==> config.mk <==
export PLATFORM = sky130hd
export DESIGN_NAME = date_time_digit_editor
export DESIGN_NICKNAME = d
export VERILOG_FILES = /design/src/hdl/dtde_pkg.sv /design/src/hdl/dtde_step.sv /design/src/hdl/date_time_digit_editor.sv
export SDC_FILE = /design/constraint.sdc
export NUM_CORES = 1
export LEC_CHECK = 0
export BUFFER_PORTS_ARGS = -buffer_cell sky130_fd_sc_hd__buf_2
export CAP_MARGIN = 0
export CORE_ASPECT_RATIO = 1.1
export CORE_MARGIN = 2
export CORE_UTILIZATION = 45
export CTS_CLUSTER_DIAMETER = 40
export DETAILED_ROUTE_END_ITERATION = 10
export GPL_ROUTABILITY_DRIVEN = 0
export GPL_TIMING_DRIVEN = 0
export PLACE_DENSITY = 0.66
export REMOVE_ABC_BUFFERS = 1
export SLEW_MARGIN = 20
export SYNTH_ARGS = -nofsm -noshare
export SYNTH_HDL_FRONTEND = slang
export SYNTH_SLANG_ARGS = --single-unit
==> constraint.sdc <==
create_clock -name clk -period 7.5 [get_ports clk]
set_clock_uncertainty 0.2 [all_clocks]
set_input_delay 0.375 -clock clk [delete_from_list [all_inputs] [get_ports clk]]
set_output_delay 0.375 -clock clk [all_outputs]
set_load 0.05 [all_outputs]
==> src/hdl/dtde_pkg.sv <==
// ----------------------------------------------------------------------------
// dtde_pkg
// Types, constants and calendar helpers shared by the date and time digit
// editor modules.
// ----------------------------------------------------------------------------
package dtde_pkg;

  // year field width, the year wraps modulo 2**YEAR_BITS
  localparam int YEAR_BITS = 12;

  // opcode values
  localparam logic OP_LOAD   = 1'b0;
  localparam logic OP_BUTTON = 1'b1;

  // cursor positions
  localparam logic [3:0] POS_YEAR_THOU = 4'd0;
  localparam logic [3:0] POS_YEAR_HUND = 4'd1;
  localparam logic [3:0] POS_YEAR_TENS = 4'd2;
  localparam logic [3:0] POS_YEAR_ONES = 4'd3;
  localparam logic [3:0] POS_MON_TENS  = 4'd4;
  localparam logic [3:0] POS_MON_ONES  = 4'd5;
  localparam logic [3:0] POS_DAY_TENS  = 4'd6;
  localparam logic [3:0] POS_DAY_ONES  = 4'd7;
  localparam logic [3:0] POS_WEEKDAY   = 4'd8;
  localparam logic [3:0] POS_HOUR_TENS = 4'd9;
  localparam logic [3:0] POS_HOUR_ONES = 4'd10;
  localparam logic [3:0] POS_MIN_TENS  = 4'd11;
  localparam logic [3:0] POS_MIN_ONES  = 4'd12;
  localparam logic [3:0] POS_SET       = 4'd13;

  // month codes used by the length lookup
  localparam logic [3:0] MON_FEB = 4'd2;
  localparam logic [3:0] MON_APR = 4'd4;
  localparam logic [3:0] MON_JUN = 4'd6;
  localparam logic [3:0] MON_SEP = 4'd9;
  localparam logic [3:0] MON_NOV = 4'd11;

  // number of multiples of 25 that fit in the year divided by four
  localparam int MUL25_CNT = ((1 << (YEAR_BITS - 2)) - 1) / 25 + 1;

  // input word
  typedef struct packed {
    logic                 opcode;
    logic                 press_up;
    logic                 press_down;
    logic                 press_next;
    logic                 press_back;
    logic [YEAR_BITS-1:0] load_year;
    logic [3:0]           load_month;
    logic [4:0]           load_day;
    logic [2:0]           load_weekday;
    logic [4:0]           load_hours;
    logic [5:0]           load_minutes;
  } in_word_t;

  // result word
  typedef struct packed {
    logic [YEAR_BITS-1:0] year;
    logic [3:0]           month;
    logic [4:0]           day;
    logic [2:0]           weekday;
    logic [4:0]           hours;
    logic [5:0]           minutes;
    logic [3:0]           cursor;
    logic                 leave;
    logic                 commit;
  } out_word_t;

  // editor state
  typedef struct packed {
    logic [YEAR_BITS-1:0] year;
    logic [3:0]           month;
    logic [4:0]           day;
    logic [2:0]           weekday;
    logic [4:0]           hours;
    logic [5:0]           minutes;
    logic [3:0]           cursor;
  } cal_t;

  // true when v is a multiple of 25, a row of constant compares
  function automatic logic is_mul25(input logic [YEAR_BITS-3:0] v);
    logic hit;
    hit = 1'b0;
    for (int k = 0; k < MUL25_CNT; k++) begin
      if (v == (YEAR_BITS-2)'(k * 25)) hit = 1'b1;
    end
    return hit;
  endfunction

  // gregorian leap year: by 4, and not by 100 unless by 400
  function automatic logic is_leap(input logic [YEAR_BITS-1:0] y);
    logic by4;
    logic by100;
    logic by400;
    by4   = (y[1:0] == 2'd0);
    by100 = by4 && is_mul25(y[YEAR_BITS-1:2]);
    by400 = (y[3:0] == 4'd0) && is_mul25({2'b00, y[YEAR_BITS-1:4]});
    return by4 && (!by100 || by400);
  endfunction

  // days in a month
  function automatic logic [4:0] month_len(input logic [3:0] mon, input logic leap);
    logic [4:0] len;
    if (mon == MON_FEB) begin
      len = leap ? 5'd29 : 5'd28;
    end else if (mon == MON_APR || mon == MON_JUN || mon == MON_SEP || mon == MON_NOV) begin
      len = 5'd30;
    end else begin
      len = 5'd31;
    end
    return len;
  endfunction

endpackage

==> src/hdl/dtde_step.sv <==
// ----------------------------------------------------------------------------
// dtde_step
// Next-state logic for one word: cursor move, digit step and field wrap.
// ----------------------------------------------------------------------------
module dtde_step (
  input  dtde_pkg::cal_t      cal,
  input  dtde_pkg::in_word_t  word,
  output dtde_pkg::out_word_t res
);

  localparam int YB = dtde_pkg::YEAR_BITS;

  logic       is_btn;
  logic       up;
  logic       dn;
  logic [3:0] cur;
  logic       leave;
  logic       commit;

  logic [9:0] y_mag;
  logic [3:0] mo_mag;
  logic [3:0] d_mag;
  logic [3:0] w_mag;
  logic [3:0] h_mag;
  logic [3:0] mi_mag;

  logic signed [YB+1:0] y_d;
  logic signed [5:0]    mo_d;
  logic signed [6:0]    d_d;
  logic signed [4:0]    w_d;
  logic signed [6:0]    h_d;
  logic signed [7:0]    mi_d;

  logic [YB-1:0] y_b;
  logic [3:0]    mo_b;
  logic [4:0]    d_b;
  logic [2:0]    w_b;
  logic [4:0]    h_b;
  logic [5:0]    mi_b;

  logic signed [YB+1:0] y_s;
  logic signed [5:0]    mo_s;
  logic signed [6:0]    d_s;
  logic signed [4:0]    w_s;
  logic signed [6:0]    h_s;
  logic signed [7:0]    mi_s;

  logic [YB-1:0] y_w;
  logic          leap;
  logic [4:0]    len;
  logic signed [6:0] len_s;

  assign is_btn = (word.opcode == dtde_pkg::OP_BUTTON);
  assign dn     = is_btn && word.press_down;
  assign up     = is_btn && word.press_up && !word.press_down;

  // cursor: next first, then back
  always_comb begin
    cur    = cal.cursor;
    leave  = 1'b0;
    commit = 1'b0;
    if (!is_btn) begin
      cur = dtde_pkg::POS_YEAR_THOU;
    end else begin
      if (word.press_next) begin
        if (cur == dtde_pkg::POS_SET) begin
          leave  = 1'b1;
          commit = 1'b1;
        end else begin
          cur = cur + 4'd1;
        end
      end
      if (word.press_back) begin
        if (cur == dtde_pkg::POS_YEAR_THOU) begin
          leave  = 1'b1;
          commit = 1'b0;
        end else begin
          cur = cur - 4'd1;
        end
      end
    end
  end

  // digit weight under the new cursor
  always_comb begin
    y_mag  = '0;
    mo_mag = '0;
    d_mag  = '0;
    w_mag  = '0;
    h_mag  = '0;
    mi_mag = '0;
    unique case (cur)
      dtde_pkg::POS_YEAR_THOU: y_mag  = 10'd1000;
      dtde_pkg::POS_YEAR_HUND: y_mag  = 10'd100;
      dtde_pkg::POS_YEAR_TENS: y_mag  = 10'd10;
      dtde_pkg::POS_YEAR_ONES: y_mag  = 10'd1;
      dtde_pkg::POS_MON_TENS:  mo_mag = 4'd10;
      dtde_pkg::POS_MON_ONES:  mo_mag = 4'd1;
      dtde_pkg::POS_DAY_TENS:  d_mag  = 4'd10;
      dtde_pkg::POS_DAY_ONES:  d_mag  = 4'd1;
      dtde_pkg::POS_WEEKDAY:   w_mag  = 4'd1;
      dtde_pkg::POS_HOUR_TENS: h_mag  = 4'd10;
      dtde_pkg::POS_HOUR_ONES: h_mag  = 4'd1;
      dtde_pkg::POS_MIN_TENS:  mi_mag = 4'd10;
      dtde_pkg::POS_MIN_ONES:  mi_mag = 4'd1;
      default: ;
    endcase
  end

  // signed deltas, zero on a load word
  assign y_d  = dn ? -$signed({{(YB-8){1'b0}}, y_mag}) :
                (up ? $signed({{(YB-8){1'b0}}, y_mag}) : '0);
  assign mo_d = dn ? -$signed({2'b00, mo_mag}) : (up ? $signed({2'b00, mo_mag}) : '0);
  assign d_d  = dn ? -$signed({3'b000, d_mag}) : (up ? $signed({3'b000, d_mag}) : '0);
  assign w_d  = dn ? -$signed({1'b0, w_mag})   : (up ? $signed({1'b0, w_mag})   : '0);
  assign h_d  = dn ? -$signed({3'b000, h_mag}) : (up ? $signed({3'b000, h_mag}) : '0);
  assign mi_d = dn ? -$signed({4'b0000, mi_mag}) : (up ? $signed({4'b0000, mi_mag}) : '0);

  // base values: stored state or loaded time
  assign y_b  = is_btn ? cal.year    : word.load_year;
  assign mo_b = is_btn ? cal.month   : word.load_month;
  assign d_b  = is_btn ? cal.day     : word.load_day;
  assign w_b  = is_btn ? cal.weekday : word.load_weekday;
  assign h_b  = is_btn ? cal.hours   : word.load_hours;
  assign mi_b = is_btn ? cal.minutes : word.load_minutes;

  // raw signed sums
  assign y_s  = $signed({2'b00, y_b}) + y_d;
  assign mo_s = $signed({2'b00, mo_b}) + mo_d;
  assign d_s  = $signed({2'b00, d_b}) + d_d;
  assign w_s  = $signed({2'b00, w_b}) + w_d;
  assign h_s  = $signed({2'b00, h_b}) + h_d;
  assign mi_s = $signed({2'b00, mi_b}) + mi_d;

  // year wraps by dropping the upper bits
  assign y_w   = y_s[YB-1:0];
  assign leap  = dtde_pkg::is_leap(y_w);

  // wrap each field with one add or subtract
  always_comb begin
    logic signed [5:0] mo_t;
    logic signed [6:0] d_t;
    logic signed [4:0] w_t;
    logic signed [6:0] h_t;
    logic signed [7:0] mi_t;

    w_t = w_s;
    if (w_t < 5'sd0) w_t = w_t + 5'sd7;
    else if (w_t >= 5'sd7) w_t = w_t - 5'sd7;

    h_t = h_s;
    if (h_t < 7'sd0) h_t = h_t + 7'sd24;
    else if (h_t >= 7'sd24) h_t = h_t - 7'sd24;

    mi_t = mi_s;
    if (mi_t < 8'sd0) mi_t = mi_t + 8'sd60;
    else if (mi_t >= 8'sd60) mi_t = mi_t - 8'sd60;

    mo_t = mo_s;
    if (mo_t > 6'sd12) mo_t = mo_t - 6'sd12;
    else if (mo_t < 6'sd1) mo_t = mo_t + 6'sd12;

    len   = dtde_pkg::month_len(mo_t[3:0], leap);
    len_s = $signed({2'b00, len});
    d_t   = d_s;
    if (d_t > len_s) d_t = d_t - len_s;
    else if (d_t < 7'sd1) d_t = d_t + len_s;

    res.year    = y_w;
    res.month   = mo_t[3:0];
    res.day     = d_t[4:0];
    res.weekday = w_t[2:0];
    res.hours   = h_t[4:0];
    res.minutes = mi_t[5:0];
    res.cursor  = cur;
    res.leave   = leave;
    res.commit  = commit;
  end

endmodule

==> src/hdl/date_time_digit_editor.sv <==
// ----------------------------------------------------------------------------
// date_time_digit_editor
// Four-button date and time setting editor with load and button words.
// ----------------------------------------------------------------------------
//  channel | ports                         | word
//  --------+-------------------------------+--------------------------
//  input   | in_valid, in_ready, in_word   | load or button event
//  output  | out_valid, out_ready, out_word| edited time, cursor, exit
//
//  A word is registered at the input, passes through the combinational
//  edit logic between the input and result registers, and lands in the
//  result register, which raises out_valid. One word per cycle is
//  sustained while out_ready stays high. A stalled output holds its word
//  while the input register still takes one more. rst_n is synchronous and
//  returns the editor to year 0, January 1st, 00:00, cursor at 0.
// ----------------------------------------------------------------------------
module date_time_digit_editor (
  input  logic                clk,
  input  logic                rst_n,
  input  logic                in_valid,
  output logic                in_ready,
  input  dtde_pkg::in_word_t  in_word,
  output logic                out_valid,
  input  logic                out_ready,
  output dtde_pkg::out_word_t out_word
);

  logic                in_v_r;
  dtde_pkg::in_word_t  in_word_r;
  logic                out_v_r;
  dtde_pkg::out_word_t out_word_r;
  dtde_pkg::cal_t      cal_r;
  dtde_pkg::out_word_t res_nxt;
  logic                fire;

  // word moves to the result register when that register frees up
  assign fire     = in_v_r && (!out_v_r || out_ready);
  assign in_ready = !in_v_r || fire;

  // edit logic
  dtde_step u_step (
    .cal  (cal_r),
    .word (in_word_r),
    .res  (res_nxt)
  );

  // input register
  always_ff @(posedge clk) begin
    if (!rst_n) begin
      in_v_r <= 1'b0;
    end else if (in_ready) begin
      in_v_r <= in_valid;
    end
  end

  always_ff @(posedge clk) begin
    if (in_valid && in_ready) begin
      in_word_r <= in_word;
    end
  end

  // editor state
  always_ff @(posedge clk) begin
    if (!rst_n) begin
      cal_r.year    <= '0;
      cal_r.month   <= 4'd1;
      cal_r.day     <= 5'd1;
      cal_r.weekday <= '0;
      cal_r.hours   <= '0;
      cal_r.minutes <= '0;
      cal_r.cursor  <= dtde_pkg::POS_YEAR_THOU;
    end else if (fire) begin
      cal_r.year    <= res_nxt.year;
      cal_r.month   <= res_nxt.month;
      cal_r.day     <= res_nxt.day;
      cal_r.weekday <= res_nxt.weekday;
      cal_r.hours   <= res_nxt.hours;
      cal_r.minutes <= res_nxt.minutes;
      cal_r.cursor  <= res_nxt.cursor;
    end
  end

  // result register
  always_ff @(posedge clk) begin
    if (!rst_n) begin
      out_v_r <= 1'b0;
    end else if (fire) begin
      out_v_r <= 1'b1;
    end else if (out_ready) begin
      out_v_r <= 1'b0;
    end
  end

  always_ff @(posedge clk) begin
    if (fire) begin
      out_word_r <= res_nxt;
    end
  end

  assign out_valid = out_v_r;
  assign out_word  = out_word_r;

endmodule
# --- After elaboration in Yosys (flattened, before gate mapping) ---
# Cells that the tools add are included.
op_classes:
  n_addsub: 24
  n_lt_le_gt_ge: 10
  muxes: 103
  reduce_logical: 25
  n_eq_ne: 68
ops:
  columns: ["operator", "count"]
  rows:
  - ["$eq 10x10->1 const B", 20]
  - ["$eq 10x9->1 const B", 10]
  - ["$mux 1", 64]
  - ["$mux 4", 13]
  - ["$eq 10x8->1 const B", 5]
  - ["$eq 8x8->1 const B", 5]
  - ["$mux 5", 8]
  - ["$pmux 10 s4", 1]
  - ["$eq 4x4->1 const B", 8]
  - ["$pmux 4 s2", 4]
  - ["$eq 10x7->1 const B", 3]
  - ["$eq 4x3->1 const B", 6]
  - ["$eq 8x7->1 const B", 3]
  - ["$mux 12", 2]
  - ["$mux 6", 4]
  - ["$add 6x7->7", 2]
  - ["$mux 7", 2]
  - ["$neg 4->7", 2]
  - ["$add 12x12->12", 1]
  - ["$eq 4x2->1 const B", 3]
  - ["$logic_not 4->1", 3]
  - ["$neg 10->12", 1]
  - ["$eq 10x5->1 const B", 1]
  - ["$eq 10x6->1 const B", 1]
  - ["other kinds (41)", 58]
totals:
  inputBits: 44
  ff_bits: 122
  word_cells: 259
  output_inout_bits: 43

# --- Longest topological paths before layout ---
logic_depth:
  depth_word: 64
  ltp_mapped: 39

# --- Cells and area by module ---
# A second synthesis with hierarchy kept.
unflattened:
  hier_cells: 894
  area_unflattened_um2: 8635.8
modules_own_cells:
  columns: ["module", "seq_area_each_um2", "area_each_um2", "n_inst", "cells_each"]
  rows:
  - ["dtde_step", 0.0, 4533.1, 1, 633]
  - ["date_time_digit_editor", 3253.1, 4102.7, 1, 261]

# --- Worst setup path before layout ---
# No wires, ideal clock.
synth_path:
  path_type: "register to register"
  from: "register cal_r[0] (netlist bit)"
  to: "register cal_r[22] (netlist bit)"
  setup_ns: 0.076
  t_arrival_ns: 6.559
  path_stages_with_launch: 36
  slack_ns: 0.665
  required_time_ns: 7.224
  path_buffers: 2
  path_cell_list: "dfxtp_1 -> ha_1 -> nand3_2 -> and3_1 -> o21ai_0 -> a22oi_1 -> nor2b_1 -> nor2b_1 -> nand2b_1 -> ha_1 -> buf_4 -> nor4_1 -> o21a_1 -> ha_1 -> a211oi_4 -> o211ai_2 -> a41oi_2 -> and2_4 -> buf_12 -> inv_6 -> or4_1 -> a211o_1 -> a32oi_1 -> nor3_1 -> nor4_1 -> nor3_1 -> ha_1 -> nor2_1 -> o21ai_0 -> nor2_1 -> nand3_1 -> a2111oi_0 -> a31oi_1 -> xnor2_1 -> nand2_1 -> a21boi_0"
synth_lines:
  columns: ["element", "line_no", "source"]
  rows:
  - ["start: declaration", "date_time_digit_editor.sv:32", "dtde_pkg::cal_t cal_r;"]

==> metrics.txt <==
Residual DRC=0; diode count=0; slew margin rel.=38.9%; IR Drop Worst-Case VDD=0.145 mV; CTS tree=built; # port buffers=86; crit path DAT=7250 ps; Die Y=144 microns; register bit total from synthesis=122; Avg Cell Area, Syn=9.80 sq um; cell with the most instances after synthesis=nand2_1; CP Class=reg2reg; dpl ws=-1040 ps; Hold Violations, Final=1; ys async rst share=0%; Mapped Cells=820; Design Power=0.00211 W; Vias/cell=5.35; Synth warnings=0; PwrDens=207 nW/um^2; Detailed Route WL=18.5 mm; DR pass1 iterations=5; Critical Path Start Type=register; DP Area=8760 sq um; antenna violations before repair=0; ranking of synthesized cells by area=edfxtp_1, dfxtp_1, ha_1; EDFF count, synth=81; clk slew on worst S/H paths=60 ps; Leak=4.36 nW; Clk Latency, worst-skew pair=430 ps; status=complete, but fails checks; vias in the first global route=6037; CORE AREA=17600 sq um; Die Wd=131 microns; Die Area=19000 sq um; Most used DFF post-synth=edfxtp_1; Finished Layout Cells=1208; clock root cell=clkbuf_16; failing checks=hold timing; share of the synthesized area in the top cell type=30.3%; path type of the worst min-delay path=in2reg; # fillers=1559; Final min period=7270 ps; Rows=51; RSZ-0062 raised after global routing=yes; dominant cell type by area after synthesis=edfxtp_1; largest net degree at the start of global routing=49; Synth-to-Final Area Change=27.1%; count of final setup violators=0; Syn Std Cell Area=8040 sq um; CTS Buffer Depth=2; Max Freq=138 MHz; Starting Density=45.6%; max-cap viol count=0; WHS Path Cells=3; GRT Util Overall=19.5%; register area share after synthesis=40.5%; final instance area=10200 sq um; share of layout cells above drive strength 1=26.5%; Worst EP required=7480 ps; synth unique cells=85; Largest stage delay, worst path=520 ps; crit-path max FO=12; DR WL/cell=15.4 microns; Top Ports=87; Starting DRT DRC Count=398; path depth of the worst reg2reg path=32; fin crit share=96.9%; Crit. End Element=register; final hold slack=-1.66 ps; layout net count=1068; H-tree depth=4; synth cell count leaders=nand2_1, edfxtp_1, ha_1, inv_1, nor2_1; CP delay by family, top=simple AND/OR/NAND/NOR gates; DP Cell Count=1116; final worst slack=234 ps; max-slew violations=0; DRT antenna net count=0; CP max-delay cell=or4_1; Vias=6461; Bufs and invs on worst path=4; clock tree sinks=122; HPWL Detailed=12.3 mm; total grt overflow=0; Worst-Margin Slew=893 ps; global-route wire length before repair=29.3 mm; CP Depth=32; number of CTS-inserted buffers=17
==> metrics by stage <==
step                utilization [%]  hold slack, ps  setup TNS, ps
CTS                            56.4            4.48              0
global placement               48.9             245         -15880
finish                         58.0           -1.66              0
global route                   58.0            4.64           -193
floorplan                         -             233              0
detailed placement             49.8             253          -8450
==> flip-flops by register name, summed over array words and instances, names as in the netlist <==
name,count
out_word,41
in_v_r,1
in_word_r,40
cal_r,39
out_valid,1
==> kinds of logic after synthesis <==
kind of cell	synth area share [%]
buf+inv	4.79
flops	40.5
xor+xnor	4.40
fa+ha+maj	11.2
mux	5.88
compound gates	15.8
simple gates	17.4
==> cells in the final DEF, fill, tap and decap left out, types with 5 or more instances in the layout <==
| cell | synthesis | final |
|---|---|---|
| fa_1 | 8 | 7 |
| nor3_1 | 15 | 14 |
| a31o_2 | 9 | 9 |
| ha_1 | 59 | 57 |
| a21boi_0 | 19 | 17 |
| mux2i_1 | 9 | 8 |
| or2_2 | 5 | 5 |
| xor2_1 | 18 | 15 |
| xnor2_1 | 15 | 15 |
| nand2b_1 | 14 | 12 |
| edfxtp_1 | 81 | 81 |
| nand2_1 | 99 | 99 |
| o211ai_1 | 6 | 6 |
| buf_2 | 4 | 86 |
| o211a_1 | 7 | 6 |
| nor2_1 | 50 | 47 |
| nor4_1 | 10 | 6 |
| buf_4 | 2 | 20 |
| o21a_1 | 6 | 6 |
| a21oi_1 | 31 | 29 |
| nand3_1 | 19 | 19 |
| mux2_2 | 33 | 33 |
| o21ai_0 | 31 | 26 |
| o21bai_1 | 5 | 5 |
| dfxtp_1 | 41 | 39 |
| nor2b_1 | 11 | 8 |
| and2_1 | 17 | 15 |
| dlygate4sd3_1 | 0 | 40 |
| inv_1 | 53 | 53 |
| and3_1 | 9 | 9 |
| nand4_1 | 10 | 10 |
| clkbuf_16 | 0 | 17 |
| a21o_1 | 12 | 12 |
==> report_power, final <==
part / total (W) / internal (W) / switching (W)
combinational: 0.000450 / 0.000172 / 0.000278
sequential: 0.000781 / 0.000765 / 0.0000162
clock: 0.000880 / 0.000568 / 0.000313
total: 0.00211 / 0.00150 / 0.000607
==> path summary, 6_finish.rpt <==
| path | startpoint | end | slack, ps |
|---|---|---|---|
| setup / recovery | cal_r[1]$_SDFFE_PN0P_ | out_word[24]$_DFFE_PP_ | 230 |
| hold / removal | in_valid | in_v_r$_SDFFE_PN0N_ | -2 |
| setup reg to reg | cal_r[1]$_SDFFE_PN0P_ | out_word[24]$_DFFE_PP_ | 230 |
| hold reg to reg | cal_r[22]$_SDFFE_PN0P_ | cal_r[22]$_SDFFE_PN0P_ | 260 |
==> tightest hold or removal path: cells and delay by family <==
kind	cells	cell delay [ps]
AOI/OAI and AO/OA	1	30
buffers and inverters	1	80
and+or+nand+nor	1	100
==> layer usage <==
metal | global-route usage (%) | share of wire [%]
met5 | 0 | 0
met4 | 6.81 | 2.1
met3 | 4.28 | 3.9
met2 | 33.6 | 48
met1 | 24.4 | 46
==> final cells by class <==
cell class / instances / area, sq um / share of cell area (%)
Clock inverter: 13 / 193 / 1.89
Inverter: 59 / 235 / 2.30
Tap cell: 238 / 298 / 2.92
Timing Repair Buffer: 152 / 1130 / 11.0
Sequential cell: 122 / 3260 / 31.9
Clock buffer: 19 / 443 / 4.34
Multi-Input combinational cell: 605 / 4660 / 45.6
==> timing repair <==
item	in CTS	in global routing
resized for setup	28	33
pin swaps	5	14
hold buffers	40	0
endpoints found under the setup margin	10	10
cloned	0	0
endpoints found under the hold margin	40	0
buffers inserted	2	18
Note: power is estimated with default switching activity, not from simulation.
